[src/slct_pkg.sv]
// Shared types and constants for the segmented LRU client table.
// Holds the request and response payloads and the controller/datapath link.
// No dependencies.
package slct_pkg;

	localparam int KEY_W   = 64;
	localparam int TIME_W  = 32;
	localparam int SLOT_W  = 6;
	localparam int COUNT_W = 7;

	// Operation codes carried in the func field
	localparam logic FUNC_LOOKUP = 1'b0;
	localparam logic FUNC_INSERT = 1'b1;

	typedef struct packed {
		logic              func;
		logic [KEY_W-1:0]  key_high;
		logic [KEY_W-1:0]  key_low;
		logic [TIME_W-1:0] time_now;
	} slct_req_t;

	typedef struct packed {
		logic               found;
		logic [SLOT_W-1:0]  slot;
		logic [COUNT_W-1:0] entry_count;
	} slct_rsp_t;

	// Controller to datapath
	typedef struct packed {
		logic load;      // capture request, start segment reduction
		logic mod_step;  // fold one key byte into the remainder
		logic base;      // latch segment base and fill level
		logic scan_rd;   // read one slot of the segment
		logic commit;    // write back, update state, present response
	} slct_cmd_t;

	// Datapath to controller
	typedef struct packed {
		logic mod_last;     // last key byte being folded
		logic scan_needed;  // segment has to be walked
		logic scan_last;    // last slot read being issued
		logic out_busy;     // response register still occupied
	} slct_sts_t;

endpackage

[src/slct_ctrl.sv]
// Sequencer for the segmented LRU client table.
// Steps one request through reduction, scan and commit; uses slct_pkg.
module slct_ctrl
	import slct_pkg::*;
(
	input  logic      clk,
	input  logic      arst_n,
	input  logic      req_valid,
	output logic      req_ready,
	input  slct_sts_t sts,
	output slct_cmd_t cmd
);

	typedef enum logic [2:0] {
		ST_IDLE,
		ST_MOD,
		ST_BASE,
		ST_SCAN,
		ST_DRAIN,
		ST_COMMIT
	} state_t;

	state_t state_q;

	// State register
	always_ff @(posedge clk or negedge arst_n) begin
		if (!arst_n) begin
			state_q <= ST_IDLE;
		end else begin
			unique case (state_q)
				ST_IDLE: begin
					if (req_valid) state_q <= ST_MOD;
				end
				ST_MOD: begin
					if (sts.mod_last) state_q <= ST_BASE;
				end
				ST_BASE: begin
					state_q <= sts.scan_needed ? ST_SCAN : ST_COMMIT;
				end
				ST_SCAN: begin
					if (sts.scan_last) state_q <= ST_DRAIN;
				end
				ST_DRAIN: begin
					state_q <= ST_COMMIT;
				end
				ST_COMMIT: begin
					if (!sts.out_busy) state_q <= ST_IDLE;
				end
				default: begin
					state_q <= ST_IDLE;
				end
			endcase
		end
	end

	// Command decode
	always_comb begin
		cmd          = '0;
		cmd.load     = (state_q == ST_IDLE) && req_valid;
		cmd.mod_step = (state_q == ST_MOD);
		cmd.base     = (state_q == ST_BASE);
		cmd.scan_rd  = (state_q == ST_SCAN);
		cmd.commit   = (state_q == ST_COMMIT) && !sts.out_busy;
	end

	assign req_ready = (state_q == ST_IDLE);

endmodule

[config.mk]
export PLATFORM = sky130hd
export DESIGN_NAME = slct_ctrl
export DESIGN_NICKNAME = d
export VERILOG_FILES = /design/src/slct_pkg.sv /design/src/slct_ctrl.sv
export SDC_FILE = /design/constraint.sdc
export NUM_CORES = 1
export LEC_CHECK = 0
export BUFFER_PORTS_ARGS = -buffer_cell sky130_fd_sc_hd__buf_2
export CAP_MARGIN = 10
export CORE_AREA = 2 2 39 41
export CTS_CLUSTER_SIZE = 24
export DETAILED_ROUTE_END_ITERATION = 6
export DIE_AREA = 0 0 41 43
export HOLD_SLACK_MARGIN = 0.1
export PLACE_DENSITY = 0.47
export SLEW_MARGIN = 20
export SYNTH_ARGS = -nofsm -noshare
export SYNTH_HDL_FRONTEND = slang
export SYNTH_SLANG_ARGS = --single-unit
[constraint.sdc]
create_clock -name clk -period 1.34 [get_ports clk]
set_input_delay 0.268 -clock clk [delete_from_list [all_inputs] [get_ports clk]]
set_output_delay 0.268 -clock clk [all_outputs]
set_load 0.03 [all_outputs]
# After elaboration in Yosys (flattened, before gate mapping)
# Index checks and enable logic that the tools add are counted.
op_classes:
  n_eq_ne: 9
  n_reduce_logical: 5
  mux: 6
op_table:
  columns: ["operator", "n"]
  rows:
  - ["$pmux W3 S6", 1]
  - ["$mux W3", 5]
  - ["$ne A2 B2 Y1 const B", 4]
  - ["$eq A3 B2 Y1 const B", 2]
  - ["$eq A3 B3 Y1 const B", 2]
  - ["$reduce_and A4 Y1", 1]
  - ["$eq A3 B1 Y1 const B", 1]
  - ["$logic_not A3 Y1", 1]
  - ["$logic_and A1 B1 Y1", 2]
  - ["$logic_not A1 Y1", 1]
totals:
  output_inout_bits: 6
  in_bits: 7
  regBits: 3
  elab_cells: 21

# Depth between registers and ports, before layout
# Gate-level depths: netlist of run 1.
depth:
  ltp_word: 3
  mapped_depth: 4

# Worst setup path before layout of run 1
# No wires, ideal clock.
synth_path:
  path_type: "register to output"
  startpoint: "reg state_q[1]"
  endpoint: "out cmd[4] (netlist name)"
  arrival_ns: 1.365
  slack_ns: -0.293
  stages_incl_launch_ff: 4
  required_ns: 1.072
  cell_sequence: "dfrtp_1 -> buf_6 -> nor3_2 -> and2_1"
synth_lines:
  columns: ["item", "line_no", "text"]
  rows:
  - ["start: declaration", "slct_ctrl.sv:23", "state_t state_q;"]
  - ["start signal: assignment", "slct_ctrl.sv:38", "state_q <= sts.scan_needed ? ST_SCAN : ST_COMMIT;"]
  - ["end: declaration", "slct_ctrl.sv:11", "output slct_cmd_t cmd"]

==> key figures, run 1 <==
Floorplan
  • Die width: 41 um
  • Row count: 14
  • Die Ht: 43 um
  • Starting Density: 16.9%
  • Die area: 1760 um^2
  • I/O pin count: 13
  • Core ar.: 1380 um^2

Route
  • DRT Wirelength: 675 um
  • DRC viols: 0
  • Routed vias: 280
  • Post-DRT Antenna Nets: 0
  • Vias per inst: 4.44
  • Drt wl/cell: 10.7 um
  • Detailed Routing Iterations Pass 1: 4
  • First DRT Iteration DRCs: 9

Job
  • # Max-Cap Violations: 0

Place
  • Area after DPL: 334 um^2
  • Setup slack at placement: 0.0328 ns
  • I/O Buffers: 12
  • Routability cong.: 0.717
  • Post-DP HPWL: 473 um

Worst setup path
  • Worst setup SP type: register
  • Critical Path RT: 1.07 ns
  • Critical Path AT: 1.22 ns
  • R2r worst-path depth: 4
  • Worst-path fanout max: 5
  • RR Startpoint: state_q[2]$_DFFE_PN0P_
  • Worst Setup SP: state_q[1]$_DFFE_PN0P_
  • FF-to-FF setup slack: 0.09 ns
  • CP endpoint kind: primary output
  • CP Class: register to primary output

STA
  • RSZ-0062 raised after global routing: yes
  • Final setup TNS: -0.559 ns
  • Final Cycle Share: 111%
  • Post-route minimum period: 1.49 ns
  • Hold Violations, Final: 0
  • Slew @ Worst Pin: 0.264 ns
  • Final clock skew: 0.00326 ns
  • Max Freq: 671 MHz
  • Final Slew Violations: 0
  • Final setup margin: -0.150 ns
  • Slew margin rel.: 82.4%
  • Final setup violation count: 5

Synthesis
  • Post-synth cell types: 19
  • Synthesis Warnings: 0
  • Synth top area cells: dfrtp_1 (32%), and3b_1 (7.5%), nor3b_1 (6.4%)
  • Yosys top cell by area: dfrtp_1
  • Syn Std Cell Area: 234 um^2
  • Mapped Cells: 25
  • Flip-flop and latch count after synthesis: 3
  • Post-synthesis sequential area ratio: 32.1%
  • Syn_nets: 32
  • Top-area cell type share of the netlist area: 32.1%
  • Syn Area/Cell: 9.36 um^2

Clock tree
  • H-tree levels: 1
  • CTS clk-pin slew, worst paths: 0.04 ns
  • CTS tree: built
  • Worst-Skew Late Latency: 0.23 ns
  • Max Buffers Root-to-Sink: 2
  • Cts bufs inserted: 3
  • Clock tree root driver cell: clkbuf_4
  • CTS sink count: 3

Pwr
  • Power Dens Cells: 2420 nW/um^2
  • Leak Pwr: 0.218 nW
  • Worst VDD drop: 1090 uV

Global routing
  • Total gr overflow: 0
  • First-pass GRT wire length: 1160 um
  • Busiest grt layer: met1
  • M3 GR Usage: 3.14%
  • GR Layer Usage met1: 15.3%
  • GRT Util Overall: 9.48%
  • Initial antenna violation count: 0
  • Vias in the first global route: 285
  • Met2 global-route usage: 10.9%
  • Largest net degree at the start of global routing: 8

Cells and area
  • Max FFs per register: 3
  • FF+latch area: 78.8 um^2
  • Multi-input gate area: 156 um^2
  • P&R area growth vs syn: 95.7%
  • Top reg by flops: state_q
  • ANT cells: 0
  • Regs by FF count: state_q (3)
  • Post-layout util: 33.1%
  • Final instance area: 458 um^2
  • Fill count: 159
  • Final nets: 55
  • Ratio of cells with drive above 1 in the final layout: 66.0%

Run status
  • Failing checks: negative setup slack
  • Outcome: finished, violations left

Hold path
  • Hold path start: req_valid
  • Hold path cells: 3
  • Min-Delay Path Class: primary input to register
-- critical path: stages (launching register included) --
cell,delay (ns)
dfrtp_2,0.44
and2b_4,0.26
and3b_1,0.16
buf_6,0.13
-- power breakdown --
part           total, mW  internal, mW  switching [mW]  leakage [nW]
clock network      0.160         0.112          0.0485        0.0150
logic              0.742         0.410           0.332         0.169
registers          0.207         0.138          0.0692        0.0336
total               1.11         0.660           0.450         0.218
-- cell usage in the layout (no fill, tap or decap) --
master and count:
nor3_4 1, buf_12 1, nand3b_1 1, buf_2 6, o21ai_0 1, buf_4 6
buf_6 6, a222oi_1 1, a22oi_1 1, o21ai_1 1, and3b_2 1, clkbuf_4 3
and2_4 1, clkbuf_1 1, a211o_1 1, nor2_1 1, dfrtp_2 3, and2b_4 1
dlygate4sd3_1 1, nor2b_1 2, a21oi_1 2, and3b_1 1, nor3b_2 2, a21boi_0 1
inv_1 1
-- Yosys cell counts (all sizes together) --
cell type and number:
nor2b 2, a211o 1, a22oi 1, dfrtp 3
and2b 1, and2 1, nor3 1, nor2 1
a21oi 2, a21boi 1, and3b 2, a222oi 1
o21ai 2, nor3b 2, buf 2, nand3b 1
inv 1
-- cells by family (layout without fill, tap and decap cells) --
kind of cell | after synthesis | count (layout) | synth area share [%]
compound gates | 8 | 8 | 23.0
buf+inv | 3 | 25 | 9.62
flops | 3 | 3 | 32.1
simple gates | 11 | 11 | 35.3
-- final cells by class --
class                      instances  area share, %
multi-input combinational         19           34.2
sequential                         3           17.2
tap                               16           4.37
clock buffer                       4           5.74
inverter                           1          0.820
timing repair buffer              20           37.7
-- what timing repair did --
item,4_1_cts,5_1_grt
cloned,0,0
setup buffers,3,1
gates resized for setup,15,2
pin swaps,2,2
hold buffers,1,0
hold endpoints to repair,3,0
endpoints found under the setup margin,6,7
-- metal layers --
layer	vias up	share of wire (%)	wire, um
met2	18	39	261
met4	0	0	0
met5	-	0	0
met1	126	53	356
li1	136	-	-
met3	0	8.4	57
-- worst paths after layout --
kind | end
max in group asynchronous | state_q[0]$_DFFE_PN0P_
worst max register to register | state_q[0]$_DFFE_PN0P_
worst max-delay path | cmd[0]
worst min register to register | state_q[0]$_DFFE_PN0P_
min in group asynchronous | state_q[2]$_DFFE_PN0P_
worst min-delay path | state_q[0]$_DFFE_PN0P_
-- metrics by stage --
stage	hold WS [ns]	total power, mW	cells
after detailed placement	0.0664	0.720	54
after CTS	0.297	1.08	62
after global routing	0.315	1.18	63
final	0.303	1.11	63
after global placement	0.0702	0.730	54
after floorplan	-0.0276	0.584	25
No activity file was read; power rests on OpenSTA's default activity.
==> run 2: changes to the inputs <==
--- a/config.mk
+++ b/config.mk
@@ -13,6 +13,7 @@
 export DIE_AREA = 0 0 41 43
 export HOLD_SLACK_MARGIN = 0.1
 export PLACE_DENSITY = 0.47
+export SKIP_CTS_REPAIR_TIMING = 1
 export SLEW_MARGIN = 20
 export SYNTH_ARGS = -nofsm -noshare
 export SYNTH_HDL_FRONTEND = slang
==> key figures, run 2 (same netlist as run 1, synthesis figures left out) <==
Run status
  • Outcome: finished, violations left
  • Failing checks: negative setup slack

Pwr
  • Power Dens Cells: 2380 nW/um^2 (-1.7%)
  • Overall Power: 1.02 mW (-8.4%)
  • Register share of total power: 20.8% (+2.2 points)
  • Combinational power share: 63.5% (-3.4 points)
  • Sw Ratio: 42.0% (+1.5 points)
  • Leak Pwr: 0.201 nW (-7.5%)
  • Worst VDD drop: 1100 uV (+0.21%)
  • Clock share of power: 15.7% (+1.3 points)
  • Switching Power: 427 uW (-5.0%)
  • Pint: 589 uW (-11%)

Hold path
  • Hold path cells: 3 (unchanged)
  • Hold path start: req_valid
  • Min-Delay Path Class: primary input to register
  • Hold path endpoint: state_q[0]$_DFFE_PN0P_

Cells and area
  • ANT cells: 0 (unchanged)
  • Non-filler instance count after layout: 61 (-3.2%)
  • Final nets: 53 (-3.6%)
  • Ratio of cells with drive above 1 in the final layout: 64.4% (-1.5 points)
  • Regs by FF count: state_q (3)
  • Most frequent cells in the layout: buf_2 (6), buf_4 (6), buf_6 (5), clkbuf_4 (3), dfrtp_2 (3)
  • Top reg by flops: state_q
  • Post-layout util: 30.8% (-2.3 points)
  • P&R area growth vs syn: 82.4%
  • Max FFs per register: 3 (unchanged)

STA
  • Slew @ Worst Pin: 0.263 ns (-0.000639 ns)
  • Final setup violation count: 5 (unchanged)
  • Hold Violations, Final: 0 (unchanged)
  • Slew margin rel.: 82.5% (about the same)
  • Final Slew Violations: 0 (unchanged)
  • Max Freq: 666 MHz (-0.75%)
  • Min Hold Slack: 0.304 ns (+0.000188 ns)
  • Final Cycle Share: 112% (+0.84 points)
  • Final clock skew: 0.00294 ns (-0.000329 ns)
  • Final setup margin: -0.162 ns (-0.0113 ns)
  • RSZ-0062 raised after global routing: yes
  • Post-route minimum period: 1.50 ns (+0.0113 ns)

Route
  • DRC viols: 0 (unchanged)
  • Detailed Routing Iterations Pass 1: 4 (unchanged)
  • Routed vias: 276 (-1.4%)
  • Post-DRT Antenna Nets: 0 (unchanged)
  • First DRT Iteration DRCs: 9 (unchanged)
  • Vias per inst: 4.52 (+1.8%)
  • DRT Wirelength: 632 um (-6.4%)
  • Drt wl/cell: 10.4 um (-3.3%)

Place
  • Routability cong.: 0.717 (unchanged)
  • Post-DP HPWL: 473 um (unchanged)
  • I/O Buffers: 12 (unchanged)
  • DP Cell Count: 54 (unchanged)

Clock tree
  • Worst-Skew Late Latency: 0.23 ns (about the same)
  • H-tree levels: 1 (unchanged)
  • Cts bufs inserted: 3 (unchanged)
  • CTS sink count: 3 (unchanged)
  • Clock tree root driver cell: clkbuf_4
  • CTS clk-pin slew, worst paths: 0.04 ns (about the same)
  • Max Buffers Root-to-Sink: 2 (unchanged)
  • CTS tree: built

Floorplan
  • Die width: 41 um (unchanged)
  • Starting Density: 16.9% (unchanged)
  • Row count: 14 (unchanged)
  • Die area: 1760 um^2 (unchanged)
  • I/O pin count: 13 (unchanged)
  • Die Ht: 43 um (unchanged)
  • Core ar.: 1380 um^2 (unchanged)

Worst setup path
  • CP Class: register to primary output
  • Worst setup SP type: register
  • RR Startpoint: state_q[1]$_DFFE_PN0P_
  • R2r endpoint: state_q[0]$_DFFE_PN0P_
  • Critical Path AT: 1.23 ns (about the same)
  • FF-to-FF setup slack: 0.10 ns (about the same)
  • Worst Setup SP: state_q[1]$_DFFE_PN0P_
  • Worst-path fanout max: 5 (unchanged)
  • CP endpoint kind: primary output
  • R2r worst-path depth: 4 (unchanged)
  • Critical Path RT: 1.07 ns (about the same)

Global routing
  • Initial antenna violation count: 0 (unchanged)
  • First-pass GRT wire length: 1090 um (-6.0%)
  • GRT Util Overall: 9.38% (-0.10 points)
  • Vias in the first global route: 264 (-7.4%)
  • Total gr overflow: 0 (unchanged)
  • Largest net degree at the start of global routing: 8 (unchanged)

Job
  • # Max-Cap Violations: 0 (unchanged)
## run 2: how the worst max path moves through the flow
stage                                  end  slack (ns)  cells after the start
CTS                                 cmd[0]       -0.22                      3
finish                              cmd[0]       -0.16                      3
floorplan                           cmd[4]       -0.14                      3
global route                        cmd[0]       -0.22                      3
detailed placement  state_q[0]$_DFFE_PN0P_        0.03                      4
global placement                    cmd[0]        0.05                      3
## run 2: routing by layer
layer	up-vias	global-route usage, %	share of wire (%)
met3	0	5.24	11
met2	18	9.69	40
met4	0	6.00	0
li1	132	-	-
met5	-	0	0
met1	126	14.0	50
## run 2: power groups by stage
stage	logic (mW)	registers [mW]	clock network, mW
finish	0.645	0.211	0.160
detailed placement	0.517	0.203	0
floorplan	0.415	0.169	0
CTS	0.515	0.205	0.170
global route	0.693	0.222	0.176
global placement	0.525	0.205	0
## run 2: worst max-delay path, cell delays in order, from the launching register on
cell,delay (ns)
dfrtp_2,0.44
and2b_4,0.27
and3b_1,0.16
buf_6,0.13
## run 2: through the flow
stage               area (um^2)  TNS [ns]  setup WS [ns]
floorplan                   250    -0.141         -0.141
global placement            334         0         0.0523
detailed placement          334         0         0.0328
CTS                         360    -0.953         -0.224
global route                427    -0.772         -0.221
finish                      427    -0.500         -0.162
## run 2: final cells by class
type / instances / area, um^2
clock buffers: 4 / 26.3
fillers: 162 / 957
inverters: 1 / 3.75
multi-input cells: 19 / 156
flip-flops and latches: 3 / 78.8
well taps: 16 / 20.0
repair buffers: 18 / 141
==> run 3: changes to the inputs <==
--- a/config.mk
+++ b/config.mk
@@ -12,9 +12,10 @@
 export DETAILED_ROUTE_END_ITERATION = 6
 export DIE_AREA = 0 0 41 43
 export HOLD_SLACK_MARGIN = 0.1
-export PLACE_DENSITY = 0.47
+export PLACE_DENSITY = 0.46
 export SKIP_CTS_REPAIR_TIMING = 1
 export SLEW_MARGIN = 20
 export SYNTH_ARGS = -nofsm -noshare
 export SYNTH_HDL_FRONTEND = slang
 export SYNTH_SLANG_ARGS = --single-unit
+export TNS_END_PERCENT = 100
==> key figures, run 3 (same netlist as run 1, synthesis figures left out) <==
Run status
  • Outcome: finished, violations left
  • Failing checks: negative setup slack

Cells and area
  • P&R area growth vs syn: 91.4%
  • Commonest non-fill, non-tap cell in the layout: buf_4
  • Max FFs per register: 3 (unchanged)
  • Ratio of cells with drive above 1 in the final layout: 64.6% (+0.14 points)
  • Top reg by flops: state_q
  • ANT cells: 0 (unchanged)
  • Most frequent cells in the layout: buf_4 (9), buf_2 (6), buf_6 (5), clkbuf_4 (3), dfrtp_2 (3)
  • Fill count: 151 (-6.8%)
  • Final nets: 56 (+5.7%)
  • Final instance area: 448 um^2 (+5.0%)
  • Regs by FF count: state_q (3)

Clock tree
  • CTS sink count: 3 (unchanged)
  • Worst-Skew Late Latency: 0.23 ns (about the same)
  • Cts bufs inserted: 3 (unchanged)
  • Clock tree root driver cell: clkbuf_4
  • H-tree levels: 1 (unchanged)
  • CTS clk-pin slew, worst paths: 0.04 ns (about the same)
  • Max Buffers Root-to-Sink: 2 (unchanged)
  • CTS tree: built

Global routing
  • Largest net degree at the start of global routing: 10 (+2)
  • Initial antenna violation count: 0 (unchanged)
  • Vias in the first global route: 224 (-15%)
  • Total gr overflow: 0 (unchanged)
  • GRT Util Overall: 8.76% (-0.61 points)
  • First-pass GRT wire length: 952 um (-13%)

Route
  • DRC viols: 0 (unchanged)
  • Vias per inst: 4.30 (-5.0%)
  • Routed vias: 275 (-0.36%)
  • Detailed Routing Iterations Pass 1: 4 (unchanged)
  • Drt wl/cell: 10.5 um (+1.5%)
  • DRT Wirelength: 673 um (+6.5%)
  • Post-DRT Antenna Nets: 0 (unchanged)
  • First DRT Iteration DRCs: 9 (unchanged)

Floorplan
  • Die area: 1760 um^2 (unchanged)
  • Die width: 41 um (unchanged)
  • I/O pin count: 13 (unchanged)
  • Starting Density: 16.9% (unchanged)
  • Core ar.: 1380 um^2 (unchanged)
  • Die Ht: 43 um (unchanged)
  • Row count: 14 (unchanged)

STA
  • Post-route minimum period: 1.49 ns (-0.0113 ns)
  • Final Cycle Share: 111% (-0.85 points)
  • Final clock skew: 0.000464 ns (-0.00247 ns)
  • Slew margin rel.: 80.1% (-2.3 points)
  • RSZ-0062 raised after global routing: yes
  • Final Slew Violations: 0 (unchanged)
  • Hold Violations, Final: 0 (unchanged)
  • Final setup TNS: -0.541 ns (-0.0414 ns)
  • Max Freq: 671 MHz (+0.76%)
  • Slew @ Worst Pin: 0.298 ns (+0.0347 ns)
  • Min Hold Slack: 0.318 ns (+0.0148 ns)
  • Final setup violation count: 5 (unchanged)
  • Final setup margin: -0.150 ns (+0.0113 ns)

Place
  • Post-DP HPWL: 426 um (-10%)
  • Routability cong.: 0.626 (-13%)
  • Area after DPL: 342 um^2 (+2.2%)
  • Setup slack at placement: -0.0123 ns (-0.0451 ns)
  • I/O Buffers: 12 (unchanged)

Hold path
  • Min-Delay Path Class: primary input to register

Job
  • # Max-Cap Violations: 0 (unchanged)

Pwr
  • Power Dens Cells: 2370 nW/um^2 (-0.48%)
  • Leak Pwr: 0.217 nW (+8.0%)
  • Worst VDD drop: 986 uV (-10%)
  • Overall Power: 1.06 mW (+4.5%)

Worst setup path
  • Slowest cell on the critical path: dfrtp_2
  • Cell Chain, Critical Path: and2b_4 -> and3b_1 -> buf_6
  • Critical Path RT: 1.07 ns (about the same)
  • CP max stage delay: 0.44 ns (about the same)
  • Critical Path AT: 1.22 ns (about the same)
  • Worst-path fanout max: 5 (unchanged)
  • CP Class: register to primary output
  • Worst setup SP type: register
  • CP endpoint kind: primary output
run 3: layout make-up:
cell class | instances | area [um^2] | area share, %
Timing Repair Buffer | 21 | 164 | 36.6
Multi-Input combinational cell | 19 | 155 | 34.6
Sequential cell | 3 | 78.8 | 17.6
Clock buffer | 4 | 26.3 | 5.87
Tap cell | 16 | 20.0 | 4.47
Inverter | 1 | 3.75 | 0.838
run 3: stage by stage:
| step | cells | utilization, % |
|---|---|---|
| after global routing | 64 | 32.4 |
| after detailed placement | 55 | 24.7 |
| after floorplan | 25 | - |
| after global placement | 55 | 24.7 |
| final | 64 | 32.4 |
| after CTS | 59 | 26.6 |
run 3: path summary, 6_finish.rpt:
kind	start	end	slack (ns)	depth (start not counted)
min	sts[2]	state_q[1]$_DFFE_PN0P_	0.32	3
max reg2reg	state_q[1]$_DFFE_PN0P_	state_q[0]$_DFFE_PN0P_	0.09	4
max in group asynchronous	arst_n	state_q[0]$_DFFE_PN0P_	0.86	2
min in group asynchronous	arst_n	state_q[1]$_DFFE_PN0P_	0.36	2
max	state_q[1]$_DFFE_PN0P_	cmd[0]	-0.15	3
min reg2reg	state_q[2]$_DFFE_PN0P_	state_q[1]$_DFFE_PN0P_	0.65	2
run 3: where the power goes:
part | internal (mW) | switching [mW] | leakage (nW)
clock network | 0.111 | 0.0447 | 0.0150
registers | 0.138 | 0.0740 | 0.0336
logic | 0.372 | 0.322 | 0.169
run 3: critical path: cells and delay by family (launching register included):
family	cells	cell delay (ns)
buffers and inverters	1	0.13
flip-flops	1	0.44
AND/OR/NAND/NOR	2	0.42
run 3: metal layers:
metal | share of wire (%) | wire, um | vias up | global-route usage [%]
met5 | 0 | 0 | - | 0
met3 | 6.2 | 42 | 0 | 5.24
met4 | 0 | 0 | 0 | 8.00
li1 | - | - | 138 | -
met1 | 45 | 302 | 128 | 11.0
met2 | 49 | 328 | 9 | 9.69
